**src/sv/multi_slot_software_timer_table_macros.svh**
```systemverilog
// assertion macros for the timer table
// used by the top level; expects i_clk and i_rst_n in scope
`ifndef MULTI_SLOT_SOFTWARE_TIMER_TABLE_MACROS_SVH
`define MULTI_SLOT_SOFTWARE_TIMER_TABLE_MACROS_SVH

// same-cycle implication
`define MSTT_ASSERT_IMP(lbl, ante, cons, msg) \
    lbl: assert property (@(posedge i_clk) disable iff (!i_rst_n) (ante) |-> (cons)) \
        else $error(msg);

// next-cycle implication
`define MSTT_ASSERT_NXT(lbl, ante, cons, msg) \
    lbl: assert property (@(posedge i_clk) disable iff (!i_rst_n) (ante) |=> (cons)) \
        else $error(msg);

`endif

```
**src/sv/mstt_pkg.sv**
```systemverilog
// shared types and constants of the timer table
// no dependencies
`default_nettype none

package mstt_pkg;

    localparam int TIMER_SLOTS_DEF = 16;

    localparam logic [63:0] IDLE_NAP_RST = 64'd1000000;
    localparam logic [31:0] HW_DELAY_RST = 32'd0;

    // command codes
    localparam logic [1:0] CMD_START = 2'd0;
    localparam logic [1:0] CMD_STOP  = 2'd1;
    localparam logic [1:0] CMD_TICK  = 2'd2;

    // result kinds
    localparam logic [1:0] KIND_START = 2'd0;
    localparam logic [1:0] KIND_STOP  = 2'd1;
    localparam logic [1:0] KIND_FIRE  = 2'd2;
    localparam logic [1:0] KIND_NAP   = 2'd3;

    // configuration register indexes
    localparam logic CFG_IDLE_NAP = 1'b0;
    localparam logic CFG_HW_DELAY = 1'b1;

    typedef enum logic {
        ALU_ADD,
        ALU_SUB
    } t_alu_op;

    typedef struct packed {
        logic    en;
        t_alu_op op;
    } t_alu_ctl;

    typedef struct packed {
        logic rd;
        logic wr_int;
        logic wr_exp;
        logic wr_id;
    } t_mem_ctl;

    typedef enum logic [4:0] {
        ST_IDLE,
        ST_START,
        ST_FIND,
        ST_STOP_RD,
        ST_STOP_CMP,
        ST_T_ADD,
        ST_T_SET,
        ST_F_RD,
        ST_F_ARM,
        ST_F_CMP,
        ST_F_DEC,
        ST_F_EMIT,
        ST_F_WR,
        ST_M_RD,
        ST_M_G,
        ST_M_GD,
        ST_M_LT,
        ST_M_LD,
        ST_N_SUB,
        ST_N_SEL,
        ST_N_EMIT,
        ST_DONE
    } t_state;

endpackage

`default_nettype wire

```
**src/sv/multi_slot_software_timer_table.sv**
```systemverilog
// Timer table with a slot sequencer, one shared 64-bit add/subtract unit
// and a one-port slot memory. Depends on mstt_pkg, mstt_alu, mstt_slot_mem.
//
// Input channel (i_in_valid / o_in_ready) carries one command item: start,
// stop or tick. The block takes one item at a time; o_in_ready is high only
// while no item is in work. Results leave through a one-item output register
// (o_out_valid / i_out_ready); o_last marks the final result of an item.
// Work per item:
//   start: free slot search, one slot a cycle
//   stop:  memory read then id compare per slot
//   tick:  a fire pass and a minimum pass over the slots, each enabled slot
//          using the shared adder, which does one 64-bit add or subtract
//          per cycle.
// A result appears in the cycle after it is computed. When the receiver
// stalls, the sequencer waits in front of the full output register and the
// table is left unchanged until the result is taken. Reset empties the table
// (enable bits only, no memory pass), clears the id counter and loads
// idle_nap = 1000000 and hw_delay = 0. Configuration (i_cfg_we, i_cfg_idx,
// i_cfg_data) is written at once; the user must write it only while idle, which the block does not enforce.
`default_nettype none
`include "multi_slot_software_timer_table_macros.svh"

module multi_slot_software_timer_table #(
    parameter int TIMER_SLOTS = mstt_pkg::TIMER_SLOTS_DEF
) (
    input  wire logic        i_clk,
    input  wire logic        i_rst_n,
    // command items
    input  wire logic        i_in_valid,
    output logic             o_in_ready,
    input  wire logic [1:0]  i_cmd,
    input  wire logic [15:0] i_timer_id,
    input  wire logic        i_one_shot,
    input  wire logic [63:0] i_interval_ticks,
    input  wire logic [63:0] i_now_time,
    input  wire logic [63:0] i_proc_time,
    // result items
    output logic             o_out_valid,
    input  wire logic        i_out_ready,
    output logic      [1:0]  o_kind,
    output logic      [15:0] o_result_id,
    output logic             o_accepted,
    output logic      [63:0] o_nap_time,
    output logic             o_last,
    // configuration
    input  wire logic        i_cfg_we,
    input  wire logic        i_cfg_idx,
    input  wire logic [63:0] i_cfg_data
);
    import mstt_pkg::*;

    localparam int AW = (TIMER_SLOTS > 1) ? $clog2(TIMER_SLOTS) : 1;
    localparam logic [AW-1:0] LAST_IDX = AW'(TIMER_SLOTS - 1);

    t_state r_state, n_state;

    // latched command
    logic [15:0] r_id, n_id;
    logic        r_shot, n_shot;
    logic [63:0] r_int, n_int;
    logic [63:0] r_now, n_now;
    logic [63:0] r_proc, n_proc;

    // table control state
    logic [15:0]            r_cnt, n_cnt;
    logic [TIMER_SLOTS-1:0] r_en, n_en;
    logic [TIMER_SLOTS-1:0] r_os, n_os;
    logic [AW-1:0]          r_idx, n_idx;

    // scan working registers
    logic [63:0] r_exp, n_exp;
    logic [63:0] r_guard, n_guard;
    logic [63:0] r_nap, n_nap;
    logic [63:0] r_left, n_left;
    logic [1:0]  r_res_kind, n_res_kind;
    logic [15:0] r_res_id, n_res_id;
    logic        r_res_acc, n_res_acc;

    // configuration registers
    logic [63:0] r_idle_nap;
    logic [31:0] r_hw_delay;

    // output register
    logic        r_ov;
    logic [1:0]  r_o_kind;
    logic [15:0] r_o_id;
    logic        r_o_acc;
    logic [63:0] r_o_nap;
    logic        r_o_last;

    // datapath controls
    t_alu_ctl    w_alu_ctl;
    logic [63:0] w_alu_a, w_alu_b, w_alu_res;
    logic        w_alu_borrow;
    t_mem_ctl    w_mem_ctl;
    logic [63:0] w_wr_exp;
    logic [63:0] w_rd_int, w_rd_exp;
    logic [15:0] w_rd_id;

    logic        w_emit;
    logic [1:0]  w_e_kind;
    logic [15:0] w_e_id;
    logic        w_e_acc;
    logic [63:0] w_e_nap;
    logic        w_e_last;

    logic          w_out_free;
    logic          w_accept;
    logic          w_is_last;
    logic [AW-1:0] w_nxt_idx;
    logic [15:0]   w_cnt_inc;
    logic [63:0]   w_exp_cur;

    assign o_in_ready = (r_state == ST_IDLE);
    assign w_accept   = i_in_valid && o_in_ready;
    assign w_out_free = !r_ov || i_out_ready;
    assign w_is_last  = (r_idx == LAST_IDX);
    assign w_nxt_idx  = w_is_last ? '0 : r_idx + AW'(1);
    assign w_cnt_inc  = r_cnt + 16'd1;
    assign w_exp_cur  = (w_rd_exp == 64'd0) ? w_alu_res : w_rd_exp;

    mstt_alu u_alu (
        .i_clk    (i_clk),
        .i_ctl    (w_alu_ctl),
        .i_a      (w_alu_a),
        .i_b      (w_alu_b),
        .o_res    (w_alu_res),
        .o_borrow (w_alu_borrow)
    );

    mstt_slot_mem #(
        .SLOTS (TIMER_SLOTS),
        .AW    (AW)
    ) u_mem (
        .i_clk  (i_clk),
        .i_ctl  (w_mem_ctl),
        .i_addr (r_idx),
        .i_int  (r_int),
        .i_exp  (w_wr_exp),
        .i_id   (r_id),
        .o_int  (w_rd_int),
        .o_exp  (w_rd_exp),
        .o_id   (w_rd_id)
    );

    // next state
    always_comb begin
        n_state = r_state;
        case (r_state)
            ST_IDLE: begin
                if (w_accept) begin
                    case (i_cmd)
                        CMD_START: n_state = ST_START;
                        CMD_STOP:  n_state = (i_timer_id == 16'd0) ? ST_DONE : ST_STOP_RD;
                        CMD_TICK:  n_state = ST_T_ADD;
                        default:   n_state = ST_IDLE;
                    endcase
                end
            end
            ST_START: n_state = ST_FIND;
            ST_FIND: begin
                if (!r_en[r_idx] || w_is_last) begin
                    n_state = ST_DONE;
                end
            end
            ST_STOP_RD: begin
                if (r_en[r_idx]) begin
                    n_state = ST_STOP_CMP;
                end else if (w_is_last) begin
                    n_state = ST_DONE;
                end
            end
            ST_STOP_CMP: begin
                if (w_rd_id == r_id || w_is_last) begin
                    n_state = ST_DONE;
                end else begin
                    n_state = ST_STOP_RD;
                end
            end
            ST_T_ADD: n_state = ST_T_SET;
            ST_T_SET: n_state = ST_F_RD;
            ST_F_RD: begin
                if (r_en[r_idx]) begin
                    n_state = ST_F_ARM;
                end else if (w_is_last) begin
                    n_state = ST_M_RD;
                end
            end
            ST_F_ARM: n_state = ST_F_CMP;
            ST_F_CMP: n_state = ST_F_DEC;
            ST_F_DEC: begin
                if (!w_alu_borrow) begin
                    n_state = ST_F_EMIT;
                end else begin
                    n_state = w_is_last ? ST_M_RD : ST_F_RD;
                end
            end
            ST_F_EMIT: begin
                if (w_out_free) begin
                    if (!r_os[r_idx]) begin
                        n_state = ST_F_WR;
                    end else begin
                        n_state = w_is_last ? ST_M_RD : ST_F_RD;
                    end
                end
            end
            ST_F_WR: n_state = w_is_last ? ST_M_RD : ST_F_RD;
            ST_M_RD: begin
                if (r_en[r_idx]) begin
                    n_state = ST_M_G;
                end else if (w_is_last) begin
                    n_state = ST_N_SUB;
                end
            end
            ST_M_G:  n_state = ST_M_GD;
            ST_M_GD: n_state = w_alu_borrow ? ST_M_LT : ST_N_SUB;
            ST_M_LT: n_state = ST_M_LD;
            ST_M_LD: n_state = w_is_last ? ST_N_SUB : ST_M_RD;
            ST_N_SUB: n_state = ST_N_SEL;
            ST_N_SEL: n_state = ST_N_EMIT;
            ST_N_EMIT: begin
                if (w_out_free) begin
                    n_state = ST_IDLE;
                end
            end
            ST_DONE: begin
                if (w_out_free) begin
                    n_state = ST_IDLE;
                end
            end
            default: n_state = ST_IDLE;
        endcase
    end

    // datapath controls and register updates
    always_comb begin
        n_id       = r_id;
        n_shot     = r_shot;
        n_int      = r_int;
        n_now      = r_now;
        n_proc     = r_proc;
        n_cnt      = r_cnt;
        n_en       = r_en;
        n_os       = r_os;
        n_idx      = r_idx;
        n_exp      = r_exp;
        n_guard    = r_guard;
        n_nap      = r_nap;
        n_left     = r_left;
        n_res_kind = r_res_kind;
        n_res_id   = r_res_id;
        n_res_acc  = r_res_acc;
        w_alu_ctl  = '{en: 1'b0, op: ALU_ADD};
        w_alu_a    = r_now;
        w_alu_b    = w_rd_int;
        w_mem_ctl  = '0;
        w_wr_exp   = r_exp;
        w_emit     = 1'b0;
        w_e_kind   = r_res_kind;
        w_e_id     = r_res_id;
        w_e_acc    = r_res_acc;
        w_e_nap    = 64'd0;
        w_e_last   = 1'b1;
        case (r_state)
            ST_IDLE: begin
                if (w_accept) begin
                    n_id       = i_timer_id;
                    n_shot     = i_one_shot;
                    n_int      = i_interval_ticks;
                    n_now      = i_now_time;
                    n_proc     = i_proc_time;
                    n_idx      = '0;
                    n_res_kind = (i_cmd == CMD_STOP) ? KIND_STOP : KIND_START;
                    n_res_id   = 16'd0;
                    n_res_acc  = 1'b0;
                end
            end
            // automatic id, counter skips zero
            ST_START: begin
                if (r_id == 16'd0) begin
                    n_cnt = (w_cnt_inc == 16'd0) ? 16'd1 : w_cnt_inc;
                    n_id  = (w_cnt_inc == 16'd0) ? 16'd1 : w_cnt_inc;
                end
            end
            // first free slot takes the timer
            ST_FIND: begin
                if (!r_en[r_idx]) begin
                    w_mem_ctl.wr_int = 1'b1;
                    w_mem_ctl.wr_exp = 1'b1;
                    w_mem_ctl.wr_id  = 1'b1;
                    w_wr_exp         = 64'd0;
                    n_en[r_idx]      = 1'b1;
                    n_os[r_idx]      = r_shot;
                    n_res_id         = r_id;
                    n_res_acc        = 1'b1;
                end else begin
                    n_idx = w_nxt_idx;
                end
            end
            ST_STOP_RD: begin
                if (r_en[r_idx]) begin
                    w_mem_ctl.rd = 1'b1;
                end else begin
                    n_idx = w_nxt_idx;
                end
            end
            ST_STOP_CMP: begin
                if (w_rd_id == r_id) begin
                    n_en[r_idx] = 1'b0;
                    n_res_id    = r_id;
                    n_res_acc   = 1'b1;
                end else begin
                    n_idx = w_nxt_idx;
                end
            end
            // guard = now + hw_delay
            ST_T_ADD: begin
                w_alu_ctl = '{en: 1'b1, op: ALU_ADD};
                w_alu_a   = r_now;
                w_alu_b   = {32'd0, r_hw_delay};
            end
            ST_T_SET: begin
                n_guard = w_alu_res;
                n_nap   = r_idle_nap;
            end
            // fire pass
            ST_F_RD: begin
                if (r_en[r_idx]) begin
                    w_mem_ctl.rd = 1'b1;
                end else begin
                    n_idx = w_nxt_idx;
                end
            end
            ST_F_ARM: begin
                w_alu_ctl = '{en: 1'b1, op: ALU_ADD};
                w_alu_a   = r_now;
                w_alu_b   = w_rd_int;
            end
            ST_F_CMP: begin
                n_exp     = w_exp_cur;
                w_alu_ctl = '{en: 1'b1, op: ALU_SUB};
                w_alu_a   = r_now;
                w_alu_b   = w_exp_cur;
            end
            ST_F_DEC: begin
                if (w_alu_borrow) begin
                    w_mem_ctl.wr_exp = (w_rd_exp == 64'd0);
                    w_wr_exp         = r_exp;
                    n_idx            = w_nxt_idx;
                end
            end
            ST_F_EMIT: begin
                if (w_out_free) begin
                    w_emit   = 1'b1;
                    w_e_kind = KIND_FIRE;
                    w_e_id   = w_rd_id;
                    w_e_acc  = 1'b1;
                    w_e_last = 1'b0;
                    if (r_os[r_idx]) begin
                        n_en[r_idx] = 1'b0;
                        n_idx       = w_nxt_idx;
                    end else begin
                        w_alu_ctl = '{en: 1'b1, op: ALU_ADD};
                        w_alu_a   = r_exp;
                        w_alu_b   = w_rd_int;
                    end
                end
            end
            ST_F_WR: begin
                w_mem_ctl.wr_exp = 1'b1;
                w_wr_exp         = w_alu_res;
                n_idx            = w_nxt_idx;
            end
            // minimum pass
            ST_M_RD: begin
                if (r_en[r_idx]) begin
                    w_mem_ctl.rd = 1'b1;
                end else begin
                    n_idx = w_nxt_idx;
                end
            end
            ST_M_G: begin
                w_alu_ctl = '{en: 1'b1, op: ALU_SUB};
                w_alu_a   = r_guard;
                w_alu_b   = w_rd_exp;
            end
            ST_M_GD: begin
                if (!w_alu_borrow) begin
                    n_nap = 64'd1;
                end else begin
                    w_alu_ctl = '{en: 1'b1, op: ALU_SUB};
                    w_alu_a   = w_rd_exp;
                    w_alu_b   = r_now;
                end
            end
            ST_M_LT: begin
                n_left    = w_alu_res;
                w_alu_ctl = '{en: 1'b1, op: ALU_SUB};
                w_alu_a   = w_alu_res;
                w_alu_b   = r_nap;
            end
            ST_M_LD: begin
                if (w_alu_borrow) begin
                    n_nap = r_left;
                end
                n_idx = w_nxt_idx;
            end
            // processing time off the nap, floor of one
            ST_N_SUB: begin
                w_alu_ctl = '{en: 1'b1, op: ALU_SUB};
                w_alu_a   = r_nap;
                w_alu_b   = r_proc;
            end
            ST_N_SEL: begin
                if (r_nap > 64'd1) begin
                    n_nap = (!w_alu_borrow && w_alu_res != 64'd0) ? w_alu_res : 64'd1;
                end
            end
            ST_N_EMIT: begin
                if (w_out_free) begin
                    w_emit   = 1'b1;
                    w_e_kind = KIND_NAP;
                    w_e_id   = 16'd0;
                    w_e_acc  = 1'b1;
                    w_e_nap  = r_nap;
                end
            end
            ST_DONE: begin
                w_emit = w_out_free;
            end
            default: begin
                w_emit = 1'b0;
            end
        endcase
    end

    // control registers
    always_ff @(posedge i_clk) begin
        if (!i_rst_n) begin
            r_state <= ST_IDLE;
            r_cnt   <= 16'd0;
            r_en    <= '0;
            r_os    <= '0;
            r_idx   <= '0;
        end else begin
            r_state <= n_state;
            r_cnt   <= n_cnt;
            r_en    <= n_en;
            r_os    <= n_os;
            r_idx   <= n_idx;
        end
    end

    // payload and working registers
    always_ff @(posedge i_clk) begin
        r_id       <= n_id;
        r_shot     <= n_shot;
        r_int      <= n_int;
        r_now      <= n_now;
        r_proc     <= n_proc;
        r_exp      <= n_exp;
        r_guard    <= n_guard;
        r_nap      <= n_nap;
        r_left     <= n_left;
        r_res_kind <= n_res_kind;
        r_res_id   <= n_res_id;
        r_res_acc  <= n_res_acc;
    end

    // configuration writes
    always_ff @(posedge i_clk) begin
        if (!i_rst_n) begin
            r_idle_nap <= IDLE_NAP_RST;
            r_hw_delay <= HW_DELAY_RST;
        end else if (i_cfg_we) begin
            case (i_cfg_idx)
                CFG_IDLE_NAP: r_idle_nap <= i_cfg_data;
                CFG_HW_DELAY: r_hw_delay <= i_cfg_data[31:0];
                default:      r_idle_nap <= r_idle_nap;
            endcase
        end
    end

    // output register valid
    always_ff @(posedge i_clk) begin
        if (!i_rst_n) begin
            r_ov <= 1'b0;
        end else if (w_emit) begin
            r_ov <= 1'b1;
        end else if (i_out_ready) begin
            r_ov <= 1'b0;
        end
    end

    // output register payload
    always_ff @(posedge i_clk) begin
        if (w_emit) begin
            r_o_kind <= w_e_kind;
            r_o_id   <= w_e_id;
            r_o_acc  <= w_e_acc;
            r_o_nap  <= w_e_nap;
            r_o_last <= w_e_last;
        end
    end

    assign o_out_valid = r_ov;
    assign o_kind      = r_o_kind;
    assign o_result_id = r_o_id;
    assign o_accepted  = r_o_acc;
    assign o_nap_time  = r_o_nap;
    assign o_last      = r_o_last;

    // checks
    `MSTT_ASSERT_IMP(a_emit_no_overwrite, w_emit, !r_ov || i_out_ready, "result item overwritten")
    `MSTT_ASSERT_IMP(a_fire_not_last, r_ov && r_o_kind == KIND_FIRE, !r_o_last, "fire marked last")
    `MSTT_ASSERT_IMP(a_nap_is_last, r_ov && r_o_kind == KIND_NAP, r_o_last, "nap not last")
    `MSTT_ASSERT_NXT(a_busy_after_accept, w_accept && i_cmd <= CMD_TICK, !o_in_ready, "not busy")

endmodule

`default_nettype wire

```
**src/sv/mstt_alu.sv**
```systemverilog
// shared 64-bit add / subtract unit with registered result and borrow
// depends on mstt_pkg
`default_nettype none

module mstt_alu (
    input  wire logic               i_clk,
    input  wire mstt_pkg::t_alu_ctl i_ctl,
    input  wire logic [63:0]        i_a,
    input  wire logic [63:0]        i_b,
    output logic      [63:0]        o_res,
    output logic                    o_borrow
);
    import mstt_pkg::*;

    logic [64:0] w_sum;
    logic [63:0] r_res;
    logic        r_borrow;

    // top bit is carry on add, borrow (a < b) on subtract
    always_comb begin
        if (i_ctl.op == ALU_ADD) begin
            w_sum = {1'b0, i_a} + {1'b0, i_b};
        end else begin
            w_sum = {1'b0, i_a} - {1'b0, i_b};
        end
    end

    // result register, held until the next operation
    always_ff @(posedge i_clk) begin
        if (i_ctl.en) begin
            r_res    <= w_sum[63:0];
            r_borrow <= w_sum[64];
        end
    end

    assign o_res    = r_res;
    assign o_borrow = r_borrow;

endmodule

`default_nettype wire

```
**src/sv/mstt_slot_mem.sv**
```systemverilog
// slot memory: interval, expiry and id per slot, one port, registered read
// depends on mstt_pkg
`default_nettype none

module mstt_slot_mem #(
    parameter int SLOTS = mstt_pkg::TIMER_SLOTS_DEF,
    parameter int AW    = 4
) (
    input  wire logic               i_clk,
    input  wire mstt_pkg::t_mem_ctl i_ctl,
    input  wire logic [AW-1:0]      i_addr,
    input  wire logic [63:0]        i_int,
    input  wire logic [63:0]        i_exp,
    input  wire logic [15:0]        i_id,
    output logic      [63:0]        o_int,
    output logic      [63:0]        o_exp,
    output logic      [15:0]        o_id
);
    import mstt_pkg::*;

    logic [63:0] r_int_mem [SLOTS];
    logic [63:0] r_exp_mem [SLOTS];
    logic [15:0] r_id_mem  [SLOTS];

    logic [63:0] r_int;
    logic [63:0] r_exp;
    logic [15:0] r_id;

    // writes
    always_ff @(posedge i_clk) begin
        if (i_ctl.wr_int) begin
            r_int_mem[i_addr] <= i_int;
        end
        if (i_ctl.wr_exp) begin
            r_exp_mem[i_addr] <= i_exp;
        end
        if (i_ctl.wr_id) begin
            r_id_mem[i_addr] <= i_id;
        end
    end

    // read data held until the next read
    always_ff @(posedge i_clk) begin
        if (i_ctl.rd) begin
            r_int <= r_int_mem[i_addr];
            r_exp <= r_exp_mem[i_addr];
            r_id  <= r_id_mem[i_addr];
        end
    end

    assign o_int = r_int;
    assign o_exp = r_exp;
    assign o_id  = r_id;

endmodule

`default_nettype wire
```
**config.mk**
```make
export PLATFORM = sky130hd
export DESIGN_NAME = multi_slot_software_timer_table
export DESIGN_NICKNAME = d
export VERILOG_FILES = /design/src/sv/mstt_pkg.sv /design/src/sv/multi_slot_software_timer_table.sv /design/src/sv/mstt_alu.sv /design/src/sv/mstt_slot_mem.sv
export VERILOG_INCLUDE_DIRS = /design/src /design/src/sv
export SDC_FILE = /design/constraint.sdc
export NUM_CORES = 2
export LEC_CHECK = 0
export BUFFER_PORTS_ARGS = -buffer_cell sky130_fd_sc_hd__buf_4
export CAP_MARGIN = 25
export CORE_MARGIN = 3
export CORE_UTILIZATION = 40
export CTS_BUF_LIST = sky130_fd_sc_hd__clkbuf_16
export DETAILED_ROUTE_END_ITERATION = 6
export SYNTH_ARGS = -nofsm -noshare
export SYNTH_HDL_FRONTEND = slang
export SYNTH_SLANG_ARGS = --single-unit
export TNS_END_PERCENT = 5
```
**constraint.sdc**
```tcl
create_clock -name i_clk -period 48.7 [get_ports i_clk]
set_input_delay 0 -clock i_clk [delete_from_list [all_inputs] [get_ports i_clk]]
set_output_delay 0 -clock i_clk [all_outputs]
set_load 0.05 [all_outputs]
```
==> flow_summary.ini <==
[worst_setup_path]
worstSetupEndpointType = flop
worstSetupPathType = flop to flop
cp.required_ns = 49.33
arrival_ns = 9.84
timing.rr.start = r_state[2]
crit_start = r_state[2]
cp_max_fo = 106
start_kind = flop
rrSetupSlack_ns = 39.49

[routing]
wl_um = 436000
drt_iter0_drc = 10800
vias = 79100
route.detailed.drc = 10
via_per_inst = 6.02
post_drt_wl_per_cell_um = 33.1
dr.pass1.iters = 7
ant_nets = 0

[die]
die_y_um = 579
die_area_um2 = 336000
fp.coreArea_um2 = 326000
rows = 209
start_util_pct = 40.4
ios = 367
die_x_um = 579

[grt]
grt_overflow_total = 0
grt_max_degree = 151
antenna_found_initial = 22
grtUsageTotal_pct = 25.5
grt_pass1_vias = 78800
grt_pass1_wl_um = 607000

[placement]
dpl.hpwl_um = 277000
place_congestion = 0.995
io_buffers = 366
dp_cells = 11900
placed_area_um2 = 140000

[final_layout]
multi_input_area_um2 = 34200
reg_top3 = u_mem.r_exp_mem (1024), u_mem.r_int_mem (1024), u_mem.r_id_mem (256)
final_cells = 13100
nFillCells = 27000
design_area_um2 = 157000
fin_nets = 8894
synthToLayoutAreaGrowth_pct = 19.5
drive_gt1_share_pct = 21.5
regArea_um2 = 95600
final_core_util_pct = 48.2

[yosys]
yosys_warnings = 0
yosysUniqueCellTypes = 88
synth_top_cells_by_area = edfxtp_1 70%, mux4_2 12%, dfxtp_1 2.3%
syn-cell-area_um2 = 132000
synthCells = 7413
synth_top_area_cell = edfxtp_1
synthArstFlopShare_pct = 0
ys_top_cells_by_count = 3,080 x edfxtp_1, 730 x mux4_2, 674 x nand2_1
synth_nets = 7765
synth_seq_area_share_pct = 72.7
yosysMostFrequentCell = edfxtp_1
synth_seq_cells = 3234
synth_top_area_share_pct = 70.3
synth-edff-count = 3080
avgSynthCellArea_um2 = 17.7
ys.flop_type = edfxtp_1

[timing]
rsz0062_at_grt = no
finalHoldViolations = 0
fin_tns_setup_ns = 0
fmax_mhz = 109
max-slew-margin-rel_pct = 23.2
drv_slew = 0
worstMarginPinSlew_ns = 1.15
setup_viol = 0
fin_crit_sh_pct = 18.9
finClkSkew_ns = 0.0653
period_minus_slack_ns = 9.21

[clock_tree]
clk_pin_slew_ns = 0.06
clk_latency_ns = 0.89
clockRootBuffer = clkbuf_16
cts-resized-gates = 0
numCtsBuffers = 334
clock-sinks = 3234
cts_htree_levels = 5
cts_buffer_depth = 4
cts_tree = yes
post-cts-setup-buffers = 0

[power_and_ir_drop]
p_per_area_nw_per_um2 = 52.5
irDropWorstVdd_mv = 0.0438
p_leak_nw = 51.2

[hold_path]
hp-class = primary input to flop
worst_hold_startpoint = i_cfg_data[29]

[status]
status = finished, violations left
violations = DRC

[run]
max-cap-violations = 0
[worst max-delay path: stages, from the launching register on]
cell and delay, ns:
dfxtp_1 0.88, or3b_1 0.60, nor3_4 0.20, buf_12 0.34, a22o_1 0.33, nor3b_1 0.27
o21ai_1 0.18, nor4b_1 0.91, nand3b_1 0.58, or4b_1 0.83, o31ai_2 0.31, xor2_1 0.12
ha_1 0.42, nand3_1 0.20, nor2_1 0.28, nand3_1 0.17, nor4_1 0.25, o221ai_1 0.25
a31oi_1 0.59, a2111oi_0 0.24, a211oi_1 0.67, mux2i_1 0.26, nor2_1 0.06
[layout by cell type, fill, tap and decap left out, drive strengths merged, types with 126 or more instances in the layout]
cell and count:
inv 233, a21oi 276, clkbuf 340, buf 617
clkinv 126, nand3 131, o21ai 237, dlygate4sd3 608
edfxtp 3080, nand2 674, mux4 730, a22oi 161
nor2 198, dfxtp 154
[stage by stage]
step                hold WS, ns  setup WS [ns]  power (mW)
floorplan                0.0989          31.16        4.91
global placement          0.179          39.93        5.74
detailed placement        0.179          39.75        5.74
CTS                    0.000785          39.73        8.28
global route             0.0343          39.01        8.54
finish                   0.0465          39.49        8.26
[cell families after synthesis]
logic type,after synthesis,synth area share [%]
flops,3234,72.7
simple gates,1459,5.20
compound gates,1185,6.21
mux,739,12.6
buf+inv,572,1.66
xor+xnor,153,1.02
fa+ha+maj,71,0.681
[power by group]
part / switching, mW / internal [mW]
clock network: 1.07 / 1.43
registers: 0.307 / 3.42
logic: 1.22 / 0.801
total: 2.60 / 5.65
[what timing repair did]
action | in CTS | in global routing
hold endpoints to repair | 322 | 0
setup endpoints to repair | 0 | 0
hold buffers | 608 | 0
[final timing paths]
kind / endpoint / cells past startpoint
setup / recovery: u_alu.o_res[63] / 22
hold / removal: r_hw_delay[29] / 4
setup reg to reg: u_alu.o_res[63] / 22
hold reg to reg: r_idle_nap[1] / 2
[area by class of cell]
type | count | share of cell area (%)
clock inverter | 259 | 1.30
tap | 4325 | 3.44
sequential | 3234 | 60.8
inverter | 139 | 0.346
clock buffer | 340 | 5.41
antenna | 11 | 0.0175
multi-input combinational | 3607 | 21.8
timing repair buffer | 1226 | 6.92
[layer usage]
metal	GRT usage, %	wire (um)	up-vias
li1	-	-	32400
met1	34.3	170000	41500
met2	40.8	206000	4241
met3	3.93	34300	905
met4	12.4	25100	2
met5	0	13	-
No activity file was read; power rests on OpenSTA's default activity.
